**config.mk**
```make
export PLATFORM = sky130hd
export DESIGN_NAME = sprite_pixel_priority_mixer_flat
export DESIGN_NICKNAME = d
export VERILOG_FILES = /design/src/rtl/spm_pkg.sv /design/src/rtl/spm_channels.sv /design/src/rtl/spm_slot.sv /design/src/rtl/spm_mixer.sv /design/src/rtl/sprite_pixel_priority_mixer.sv /design/src/flat_wrapper.sv
export SDC_FILE = /design/constraint.sdc
export NUM_CORES = 1
export LEC_CHECK = 0
export CORE_MARGIN = 5
export CORE_UTILIZATION = 62
export DETAILED_ROUTE_END_ITERATION = 6
export DONT_BUFFER_PORTS = 1
export GPL_ROUTABILITY_DRIVEN = 0
export PLACE_DENSITY = 0.82
export SLEW_MARGIN = 10
export SYNTH_ARGS = -nofsm -noshare
export SYNTH_HDL_FRONTEND = slang
export SYNTH_HIERARCHICAL = 1
export SYNTH_SLANG_ARGS = --single-unit
```
**constraint.sdc**
```tcl
create_clock -name clk -period 8.2 [get_ports clk]
set_clock_uncertainty 0.05 [all_clocks]
set_input_delay 0.41 -clock clk [delete_from_list [all_inputs] [get_ports clk]]
set_output_delay 0.41 -clock clk [all_outputs]
set_load 0.02 [all_outputs]
```
**src/rtl/spm_pkg.sv**
```systemverilog
// Shared types, codes and helpers for the sprite pixel priority mixer.
// No dependencies; every other file imports this package.
package spm_pkg;

    localparam int SLOT_COUNT_DEFAULT = 8;

    localparam logic [1:0] OP_LOAD  = 2'd0;
    localparam logic [1:0] OP_TICK  = 2'd1;
    localparam logic [1:0] OP_CLEAR = 2'd2;

    localparam logic [1:0] SRC_SPRITE     = 2'd0;
    localparam logic [1:0] SRC_BACKGROUND = 2'd1;
    localparam logic [1:0] SRC_BACKDROP   = 2'd2;

    localparam logic [1:0] CFG_SHOW_BG      = 2'd0;
    localparam logic [1:0] CFG_SHOW_SPR     = 2'd1;
    localparam logic [1:0] CFG_SHOW_LEFT_SPR = 2'd2;
    localparam logic [1:0] CFG_SHOW_LEFT_BG  = 2'd3;

    localparam logic [4:0] SPRITE_PALETTE_BASE = 5'd16;
    localparam logic [7:0] LEFT_COLUMN_END     = 8'd8;
    localparam logic [7:0] LAST_PIXEL_X        = 8'd255;

    typedef struct packed {
        logic [1:0] opcode;
        logic [2:0] slot;
        logic [7:0] x_start;
        logic [7:0] pattern_low;
        logic [7:0] pattern_high;
        logic [1:0] palette_select;
        logic       behind_background;
        logic       flip_horizontal;
        logic       sprite_zero_on_line;
        logic [3:0] bg_pixel;
        logic [7:0] pixel_x;
    } spm_item_t;

    typedef struct packed {
        logic [1:0] pixel_source;
        logic [4:0] palette_index;
        logic [1:0] sprite_color;
        logic [3:0] sprite_slot_won;
        logic       sprite_zero_hit;
    } spm_result_t;

    typedef struct packed {
        logic show_background;
        logic show_sprites;
        logic show_left_sprites;
        logic show_left_background;
    } spm_cfg_t;

    // per-slot strobes from the top level
    typedef struct packed {
        logic load;
        logic tick;
    } spm_slot_ctrl_t;

    function automatic logic [7:0] reverse8(input logic [7:0] v);
        logic [7:0] r;
        for (int i = 0; i < 8; i++)
        begin
            r[7 - i] = v[i];
        end
        return r;
    endfunction

endpackage

```
**src/rtl/spm_channels.sv**
```systemverilog
// Valid/ready channel interfaces for input requests and pixel results.
// Depends on spm_pkg for the payload structs.
interface spm_item_if
    import spm_pkg::*;
();
    logic      valid;
    logic      ready;
    spm_item_t data;

    modport source (output valid, output data, input ready);
    modport sink   (input valid, input data, output ready);
endinterface

interface spm_result_if
    import spm_pkg::*;
();
    logic        valid;
    logic        ready;
    spm_result_t data;

    modport source (output valid, output data, input ready);
    modport sink   (input valid, input data, output ready);
endinterface

```
**src/rtl/spm_slot.sv**
```systemverilog
// One sprite output slot: x down-counter, two pattern shift registers,
// palette and priority bit. Depends on spm_pkg.
module spm_slot
    import spm_pkg::*;
(
    input  logic           clk,
    input  logic           rst_n,
    input  spm_slot_ctrl_t ctrl,
    input  spm_item_t      item,
    output logic [1:0]     color,
    output logic [1:0]     palette,
    output logic           behind
);

    logic [7:0] counter_reg;
    logic [7:0] plane_low_reg;
    logic [7:0] plane_high_reg;
    logic [1:0] palette_reg;
    logic       behind_reg;

    always_ff @(posedge clk or negedge rst_n)
    begin
        if (!rst_n)
        begin
            counter_reg    <= '0;
            plane_low_reg  <= '0;
            plane_high_reg <= '0;
            palette_reg    <= '0;
            behind_reg     <= 1'b0;
        end
        else if (ctrl.load)
        begin
            counter_reg    <= item.x_start;
            plane_low_reg  <= item.flip_horizontal ? reverse8(item.pattern_low)
                                                   : item.pattern_low;
            plane_high_reg <= item.flip_horizontal ? reverse8(item.pattern_high)
                                                   : item.pattern_high;
            palette_reg    <= item.palette_select;
            behind_reg     <= item.behind_background;
        end
        else if (ctrl.tick)
        begin
            if (counter_reg != 8'd0)
            begin
                counter_reg <= counter_reg - 8'd1;
            end
            else
            begin
                plane_low_reg  <= {plane_low_reg[6:0], 1'b0};
                plane_high_reg <= {plane_high_reg[6:0], 1'b0};
            end
        end
    end

    // only a slot whose counter has run out shows a pixel
    assign color   = (counter_reg == 8'd0) ? {plane_high_reg[7], plane_low_reg[7]} : 2'd0;
    assign palette = palette_reg;
    assign behind  = behind_reg;

endmodule

```
**src/rtl/spm_mixer.sv**
```systemverilog
// Priority pick over the slots and sprite/background mix for one pixel.
// Depends on spm_pkg.
module spm_mixer
    import spm_pkg::*;
#(
    parameter int SLOT_COUNT = SLOT_COUNT_DEFAULT
)
(
    input  logic [1:0]  slot_color   [SLOT_COUNT],
    input  logic [1:0]  slot_palette [SLOT_COUNT],
    input  logic        slot_behind  [SLOT_COUNT],
    input  spm_cfg_t    cfg,
    input  logic [3:0]  bg_pixel,
    input  logic [7:0]  pixel_x,
    input  logic        zero_on_line,
    input  logic        hit_in,
    output spm_result_t result,
    output logic        hit_out
);

    localparam int WON_W = $clog2(SLOT_COUNT + 1);

    logic [SLOT_COUNT-1:0] win;
    logic [WON_W-1:0]      won;
    logic [31:0]           won_wide;
    logic [1:0]            color;
    logic [1:0]            pal;
    logic                  beh;
    logic [3:0]            bg;
    logic                  bg_opaque;
    logic                  hit_cond;
    logic                  sprite_front;

    always_comb
    begin
        logic taken;
        taken = 1'b0;
        win   = '0;
        won   = WON_W'(SLOT_COUNT);
        color = 2'd0;
        pal   = 2'd0;
        beh   = 1'b0;
        for (int i = 0; i < SLOT_COUNT; i++)
        begin
            if (cfg.show_sprites && !taken && slot_color[i] != 2'd0)
            begin
                taken  = 1'b1;
                win[i] = 1'b1;
            end
        end
        for (int i = 0; i < SLOT_COUNT; i++)
        begin
            if (win[i])
            begin
                won   = WON_W'(i);
                color = slot_color[i];
                pal   = slot_palette[i];
                beh   = slot_behind[i];
            end
        end
    end

    assign bg        = cfg.show_background ? bg_pixel : 4'd0;
    assign bg_opaque = bg[1:0] != 2'd0;

    assign hit_cond = win[0] && zero_on_line && bg_opaque
                      && cfg.show_background && cfg.show_sprites
                      && ((pixel_x < LEFT_COLUMN_END)
                          ? (cfg.show_left_sprites && cfg.show_left_background)
                          : (pixel_x != LAST_PIXEL_X));
    assign hit_out  = hit_in | hit_cond;

    assign sprite_front = (color != 2'd0) && (!beh || !bg_opaque);
    assign won_wide     = 32'(won);

    always_comb
    begin
        result.sprite_color    = color;
        result.sprite_slot_won = won_wide[3:0];
        result.sprite_zero_hit = hit_out;
        if (sprite_front)
        begin
            result.pixel_source  = SRC_SPRITE;
            result.palette_index = SPRITE_PALETTE_BASE + {1'b0, pal, 2'b00} + {3'b000, color};
        end
        else if (bg_opaque)
        begin
            result.pixel_source  = SRC_BACKGROUND;
            result.palette_index = {1'b0, bg};
        end
        else
        begin
            result.pixel_source  = SRC_BACKDROP;
            result.palette_index = 5'd0;
        end
    end

endmodule

```
**src/rtl/sprite_pixel_priority_mixer.sv**
```systemverilog
// Top level of the sprite pixel priority mixer: request register, slot array,
// mixer and result register. Depends on spm_pkg, spm_channels, spm_slot, spm_mixer.
//
// Usage:
//   items   - request channel (valid/ready). opcode selects load slot, pixel
//             tick or clear of the sprite zero hit flag; opcode 3 is dropped.
//   results - one result per pixel tick: source, palette index, winning color
//             and slot, sticky sprite zero hit. Loads and clears give none.
//   cfg_we/cfg_index/cfg_data - write-only register port for the four enables;
//             write only while no request is in flight.
// Timing: a request is registered on acceptance and processed from the request
// register; a tick loads its result into the result register when it retires.
// One request per cycle is sustained while the receiver takes results; a tick
// waits otherwise. The slot update and mix lie between the request register and
// the result register.
// Reset clears all slots (transparent, counter zero), both flags, the enables
// and both valid bits. When the receiver stalls, a pending tick waits in the
// request register while the result is held; loads and clears still retire.
module sprite_pixel_priority_mixer
    import spm_pkg::*;
#(
    parameter int SLOT_COUNT = SLOT_COUNT_DEFAULT
)
(
    input  logic          clk,
    input  logic          rst_n,
    spm_item_if.sink      items,
    spm_result_if.source  results,
    input  logic          cfg_we,
    input  logic [1:0]    cfg_index,
    input  logic          cfg_data
);

    spm_cfg_t    cfg_reg;
    logic        in_valid_reg;
    spm_item_t   in_reg;
    logic        out_valid_reg;
    spm_result_t out_reg;
    logic        zero_on_line_reg;
    logic        hit_reg;

    logic        is_tick;
    logic        is_load;
    logic        is_clear;
    logic        advance;
    logic        hit_next;
    spm_result_t result;

    logic [1:0]  slot_color   [SLOT_COUNT];
    logic [1:0]  slot_palette [SLOT_COUNT];
    logic        slot_behind  [SLOT_COUNT];

    assign is_tick  = in_reg.opcode == OP_TICK;
    assign is_load  = in_reg.opcode == OP_LOAD;
    assign is_clear = in_reg.opcode == OP_CLEAR;

    // a tick retires only if the result register is free or being drained
    assign advance     = in_valid_reg && !(is_tick && out_valid_reg && !results.ready);
    assign items.ready = !in_valid_reg || advance;

    always_ff @(posedge clk or negedge rst_n)
    begin
        if (!rst_n)
        begin
            cfg_reg <= '0;
        end
        else if (cfg_we)
        begin
            unique case (cfg_index)
                CFG_SHOW_BG:       cfg_reg.show_background      <= cfg_data;
                CFG_SHOW_SPR:      cfg_reg.show_sprites         <= cfg_data;
                CFG_SHOW_LEFT_SPR: cfg_reg.show_left_sprites    <= cfg_data;
                CFG_SHOW_LEFT_BG:  cfg_reg.show_left_background <= cfg_data;
                default:           cfg_reg <= cfg_reg;
            endcase
        end
    end

    always_ff @(posedge clk or negedge rst_n)
    begin
        if (!rst_n)
        begin
            in_valid_reg     <= 1'b0;
            out_valid_reg    <= 1'b0;
            zero_on_line_reg <= 1'b0;
            hit_reg          <= 1'b0;
        end
        else
        begin
            if (items.ready)
            begin
                in_valid_reg <= items.valid;
            end
            if (advance && is_tick)
            begin
                out_valid_reg <= 1'b1;
            end
            else if (results.ready)
            begin
                out_valid_reg <= 1'b0;
            end
            if (advance && is_load && 32'(in_reg.slot) < SLOT_COUNT)
            begin
                zero_on_line_reg <= in_reg.sprite_zero_on_line;
            end
            if (advance && is_clear)
            begin
                hit_reg <= 1'b0;
            end
            else if (advance && is_tick)
            begin
                hit_reg <= hit_next;
            end
        end
    end

    always_ff @(posedge clk)
    begin
        if (items.valid && items.ready)
        begin
            in_reg <= items.data;
        end
        if (advance && is_tick)
        begin
            out_reg <= result;
        end
    end

    genvar g;
    generate
        for (g = 0; g < SLOT_COUNT; g++)
        begin : g_slot
            spm_slot_ctrl_t ctrl;
            assign ctrl.load = advance && is_load && (32'(in_reg.slot) == g);
            assign ctrl.tick = advance && is_tick && cfg_reg.show_sprites;

            spm_slot u_slot (
                .clk     (clk),
                .rst_n   (rst_n),
                .ctrl    (ctrl),
                .item    (in_reg),
                .color   (slot_color[g]),
                .palette (slot_palette[g]),
                .behind  (slot_behind[g])
            );
        end
    endgenerate

    spm_mixer #(
        .SLOT_COUNT (SLOT_COUNT)
    ) u_mixer (
        .slot_color   (slot_color),
        .slot_palette (slot_palette),
        .slot_behind  (slot_behind),
        .cfg          (cfg_reg),
        .bg_pixel     (in_reg.bg_pixel),
        .pixel_x      (in_reg.pixel_x),
        .zero_on_line (zero_on_line_reg),
        .hit_in       (hit_reg),
        .result       (result),
        .hit_out      (hit_next)
    );

    assign results.valid = out_valid_reg;
    assign results.data  = out_reg;

endmodule
```
**src/flat_wrapper.sv**
```systemverilog
// flat-port wrapper written by rule: the top's interface ports become plain ports
module sprite_pixel_priority_mixer_flat import spm_pkg::*;
#(
    parameter int SLOT_COUNT = SLOT_COUNT_DEFAULT
)
  (clk, rst_n, cfg_we, cfg_index, cfg_data, items_valid, items_data, items_ready, results_valid, results_data, results_ready);
  spm_item_if items_i ();
  spm_result_if results_i ();
  input  logic clk;
  input  logic rst_n;
  input  logic cfg_we;
  input  logic [1:0] cfg_index;
  input  logic cfg_data;
  input wire logic [$bits(items_i.valid)-1:0] items_valid;
  input wire logic [$bits(items_i.data)-1:0] items_data;
  output wire logic [$bits(items_i.ready)-1:0] items_ready;
  output wire logic [$bits(results_i.valid)-1:0] results_valid;
  output wire logic [$bits(results_i.data)-1:0] results_data;
  input wire logic [$bits(results_i.ready)-1:0] results_ready;
  assign items_i.valid = items_valid;
  assign items_i.data = items_data;
  assign items_ready = items_i.ready;
  assign results_valid = results_i.valid;
  assign results_data = results_i.data;
  assign results_i.ready = results_ready;
  sprite_pixel_priority_mixer #(.SLOT_COUNT(SLOT_COUNT)) u_core (.clk(clk), .rst_n(rst_n), .items(items_i), .results(results_i), .cfg_we(cfg_we), .cfg_index(cfg_index), .cfg_data(cfg_data));
endmodule
```
After elaboration in Yosys (flattened, before gate mapping)
Index checks and enable logic that the tools add are counted.
- input bits: 54
- register bits after elaboration: 284
- output and inout bits: 16
- bitwise logic cells: 1
- multiplexer cells: 135
- equality and inequality tests: 21
- add/sub/neg operators: 10
- order comparisons: 1
- reduce and logical (&&, ||, !) cells: 122
- operator list (cell ; count):
    two-way mux 8 bit ; 74
    logical NOT 8 bit ; 8
    nonzero test 8 bit ; 8
    subtractor 8 x 1 -> 8 bit (second input constant) ; 8
    nonzero test 2 bit ; 28
    two-way mux 2 bit ; 26
    AND reduction 2 bit ; 20
    logical AND 1 bit ; 38
    two-way mux 1 bit ; 28
    != test 2 x 1 -> 1 bit (second input constant) ; 8
    == test 3 bit (second input constant) ; 4
    logical NOT 1 bit ; 12
    two-way mux 3 bit ; 3
    less-than comparator 8 x 4 -> 1 bit (second input constant) ; 1
    two-way mux 4 bit ; 2
    != test 8 bit (second input constant) ; 1
    two-way mux 7 bit ; 1
    OR reduction 7 bit ; 1
    == test 2 bit (second input constant) ; 3
    == test 3 x 2 -> 1 bit (second input constant) ; 2
    adder 5 x 2 -> 5 bit ; 1
    adder 5 x 4 -> 5 bit (first input constant) ; 1
    two-way mux 5 bit ; 1
    == test 2 x 1 -> 1 bit (second input constant) ; 2
    other kinds (7) ; 9

Logic depth before layout (Yosys ltp)
- depth in word-level cells: 38
- depth in mapped cells: 13
- depth with buffers taken out: 11

Hierarchy
The synthesis kept the hierarchy.
- by module, submodules not included (module ; cells an instance ; area an instance (um^2) ; instances):
    spm_slot (u_core.g_slot[0].u_slot ...) ; 158 ; 1590.3 ; 4
    spm_slot (u_core.g_slot[4].u_slot ...) ; 164 ; 1630.3 ; 3
    sprite_pixel_priority_mixer ; 108 ; 2257.2 ; 1
    spm_slot (u_core.g_slot[7].u_slot) ; 176 ; 1694.1 ; 1
    spm_mixer ; 120 ; 808.3 ; 1

Least setup slack after synthesis
No wires, ideal clock.
- path kind: flip-flop to flip-flop
- start: reg u_core.g_slot[7].u_slot.counter_reg[0]
- end: reg u_core.out_reg (netlist bit u_core/results.data[11]) (data pin)
- cell stages (with the launch flop): 14
- required time: 7.899 ns
- setup time: 0.251 ns
- path slack: 4.907 ns
- clock period less this slack: 3.293 ns
- arrival: 2.991 ns
- path through: dfrtp_1 > inv_1 > ha_1 > or4b_1 > clkbuf_1 > clkbuf_1 > nor3_1 > nor2_1 > or3_1 > or2_2 > nor2_2 > o21ai_2 > and2_1 > buf_4
- RTL lines (element ; RTL line ; text):
    start: declaration ; spm_slot.sv:15 ; logic [7:0] counter_reg;
    start signal: assignment ; spm_slot.sv:33 ; counter_reg <= item.x_start;
    start signal: assignment ; spm_slot.sv:45 ; counter_reg <= counter_reg - 8'd1;
    end signal: assignment ; sprite_pixel_priority_mixer.sv:125 ; out_reg <= result;
    end: declaration ; sprite_pixel_priority_mixer.sv:38 ; spm_result_t out_reg;

==> summary.md <==
The flow ran to the end, and the final reports show no timing, DRC or antenna violations. The post-route fraction of the period consumed by the critical path works out to 0.4904. Cell internal power was estimated by the tool at 2.875 mW. The synthesized netlist net count is 1598. The repair_antennas step left the layout with diodes totalling 0.

Sorting the synthesized cells by area gives the leading types as sky130_fd_sc_hd__dfrtp_1 35%, sky130_fd_sc_hd__edfxtp_1 11%, sky130_fd_sc_hd__mux2i_1 7.9%. Multiplexer fraction of the synthesized cell area: 0.1681. Once detail routing completed, the nets flagged for antenna violations numbered 0. Setup repair after global routing left no endpoint under its margin. Kind of critical path: reg2reg.

The number of post-CTS setup repair buffers was 0; the proportion of layout cells with a drive suffix above 1 was 0.1429. Clock transition at the register clock pins on the worst setup and hold paths after CTS: 0.07 ns. The slowest stage of the critical path belongs to the cell sky130_fd_sc_hd__and2_2. The sequential cell fraction of total power is 0.479. The number of synthesized flops with an enable pin is 60. The cell sitting at the root of the clock tree is a sky130_fd_sc_hd__clkbuf_16.

Class of the tightest hold or removal check: in2reg. Setup violations remaining at the end of the flow were counted as 0. The portion of total power attributed to combinational logic was 0.184; the minimum period implied by the final worst setup slack was 4.021 ns. Measured along the y axis, the die boundary spans 170.7 µm. The run gives 0.58 ns as the insertion delay of the later-clocked pin in the worst-skew pair. For this design the ratio of total power to cell area is 235.8 mW/mm². The run gives 16540 µm as the routed metal-1 wire length. The startpoint identified for the worst register-to-register timing path is u_core/in_reg[45]. For the global-route usage over all layers, the log shows 0.2751.

The tools report the critical path launch point as u_core/in_reg[45]. The die covers 0.02914 mm². TritonCTS built the clock tree.

The run gives 0 as the number of design rule violations left after detail routing. The detail-routed net length per standard cell is 21.76 µm, and the fraction of power consumed by the clock network is 0.337. The sequential area share after synthesis is 0.4626, and the via count of the first global-routing pass is 12.35k.

Walking the worst path, the cells encountered are nor2b_2 -> and3_1 -> and2_2 -> buf_4 -> nor4b_2 -> a21o_2 -> mux2_1. The netlist uses 87 different library cells. The xor/xnor cell area share of the yosys netlist was 0. The async set-reset flop share out of synthesis works out to 0.7887.

Entering global routing, the biggest net connects 225 pins. Data on the critical path arrives at its endpoint at 4.41 ns. For the detailed-routed wire length on met2, the log shows 19520 µm. Post-synthesis cell type with the largest combined area: sky130_fd_sc_hd__dfrtp_1. In this design, the largest share of critical-path delay is due to simple AND/OR/NAND/NOR gates.

In the synthesized netlist the dominant register cell turns out to be sky130_fd_sc_hd__dfrtp_1. The fraction of power spent switching nets is 0.3093, and the slack of the worst reg-to-reg path is 4.18 ns. Gates resized during post-CTS repair numbered 0. The logs give 7.520 nW for the leakage power and 0.6322 for the initial cell density of the core. The run gives 0.1871 as the worst relative slew slack. During I/O placement, the number of pins put on the boundary was 70. By area, the combinational part of the netlist is dominated by multiplexers. In the final design database the tool counted 1588 nets. The synthesized design contains 284 register bits. The logs give 0 for the count of final max-slew check failures and 3 for the clock tree buffer depth. For this run, the slowest stage of the critical path takes 0.77 ns.

For the initial antenna violation count, the log shows 1. The worst hold path begins at cfg_index[1]. Adding up every negative setup slack in the final design gives 0 ns. The complex-gate fraction of the synthesized area works out to 0.1552. Simple-gate portion of the synthesized area: 0.1630. First-pass detailed-route iteration total: 5.

STA classifies the critical path startpoint as a flop. The chip width works out to 170.7 µm. The first routing iteration left 1251 violations.

The final-report hold violation count is 0. The synthesized netlist occupies a cell area of 0.01601 mm². The endpoint required time on the critical path came out at 8.59 ns.

The vias per cell was 6.645. For the max-cap check violation count, the log shows 0. After legalization and detailed placement, the total HPWL measured 24430 µm. For the number of H-tree levels, the log shows 1. Across the VDD grid, the largest voltage drop is 0.0001799 V. Number of buffers and inverters on the critical path: 1. The detailed router used layers up to and including met5. Row generation in the floorplan step produced 58 rows. Global routing finished with a remaining overflow of 0. Counting the buffers created by CTS gives 29.

Area of the core region: 0.02533 mm². After detailed routing, the total wire length is 40680 µm. In this run the mean area of a mapped cell was 10.48 µm². The critical path capture point type was a flop. For this run, the number of Yosys warnings is 6.

Maximum frequency from static timing analysis: 0.2487 GHz. The fraction of the mapped netlist area in adder cells was 0.01250. The cell count after synthesis came out at 1528. The synthesis-to-layout area growth was 10.27%; the total met3 wirelength after detailed routing was 2681 µm.

Setup slack on the critical path of the routed design comes to 4.179 ns. The total number of clock tree sinks is 284. The count of filler cells inserted in the layout came out at 1762. The first global-routing pass estimated 64910 µm of wire. The fraction of post-synthesis cell area in the top cell type by area is 0.3501. The tools report the worst setup slack after placement as 4.300 ns. The routed layout has 12.43k vias. The tools report the post-cts hold buffer count as 50.

Port buffering added 0 buffers. In this run the worst path has a maximum fanout of 43. Summed over all nets, the switching power comes to 1.288 mW. The worst-margin pin slew was 1.219 ns.
[final cells by class]
| class | count | area (µm²) | share of cell area |
|---|---|---|---|
| Clock buffer | 41 | 872.1 | 0.04939 |
| Clock inverter | 12 | 146.4 | 0.008291 |
| Inverter | 37 | 138.9 | 0.007866 |
| Multi-Input combinational cell | 1099 | 8033 | 0.4550 |
| Sequential cell | 284 | 7407 | 0.4195 |
| Tap cell | 330 | 412.9 | 0.02339 |
| Timing Repair Buffer | 67 | 645.6 | 0.03657 |
[cell families after synthesis]
logic type	count (synthesis)
multiplexers	253
flip-flops	284
AO/OA/AOI/OAI	353
AND/OR/NAND/NOR	477
buffers and inverters	145
adder cells (fa/ha/maj)	16
[worst paths after layout]
check | to | cells after the start
max reg2reg | u_core/g_slot[4].u_slot/plane_high_reg[4] | 7
max in group asynchronous | u_core/g_slot[5].u_slot/counter_reg[4] | 2
min reg2reg | u_core/zero_on_line_reg | 1
max | u_core/g_slot[4].u_slot/plane_high_reg[4] | 7
min in group asynchronous | u_core/g_slot[6].u_slot/plane_low_reg[3] | 2
min | u_core/cfg_reg[0] | 2
[per-stage QoR]
step	hold slack, ns	total power [mW]	utilization	cell area, µm²	std cells
after floorplan	0.06441	2.505	-	16010	1528
after global placement	0.07564	2.668	0.6364	16120	1767
after detailed placement	0.07519	2.717	0.6364	16120	1767
after CTS	0.005288	4.156	0.6971	17660	1870
after global routing	0.009279	4.367	0.6971	17660	1870
final	0.01928	4.163	0.6971	17660	1870
[routing by layer]
metal / vias up / global-route usage
li1: 5682 / -
met1: 6146 / 0.3650
met2: 468 / 0.4575
met3: 129 / 0.03859
met4: 2 / 0.1149
met5: - / 0
[placed cells by master (no fill, tap or decap), drive strengths merged, types with 9 or more instances in the layout]
cell	instances
dfrtp	224
nor2	184
mux2	127
mux2i	126
a21oi	117
nand2	81
edfxtp	60
dlygate4sd3	49
o211ai	42
clkbuf	41
inv	37
a31oi	29
nor2b	26
nand4	24
o31ai	21
nand3	19
a31o	19
o2111ai	18
buf	18
nor3	18
a211o	18
nor3b	17
and3	16
ha	16
o21ai	16
nor4	16
nor4b	13
or4b	12
or4	11
o311ai	9
clkinv	9
[power groups by stage]
stage,clock (mW),combinational [mW],sequential (mW)
finish,1.40,0.765,1.99
global route,1.48,0.856,2.03
CTS,1.41,0.760,1.98
detailed placement,0,0.710,2.01
global placement,0,0.675,1.99
floorplan,0,0.613,1.89
[synth_stat cells (all sizes together), types with 17 or more instances]
library cell / number
dfrtp: 224
nor2: 184
mux2: 127
mux2i: 126
a21oi: 117
nand2: 81
clkbuf: 76
edfxtp: 60
o211ai: 42
inv: 36
buf: 32
a31oi: 29
nor2b: 26
nand4: 24
o31ai: 21
a31o: 19
nand3: 19
a211o: 18
nor3: 18
o2111ai: 18
nor3b: 17
No activity file was read; power rests on OpenSTA's default activity.
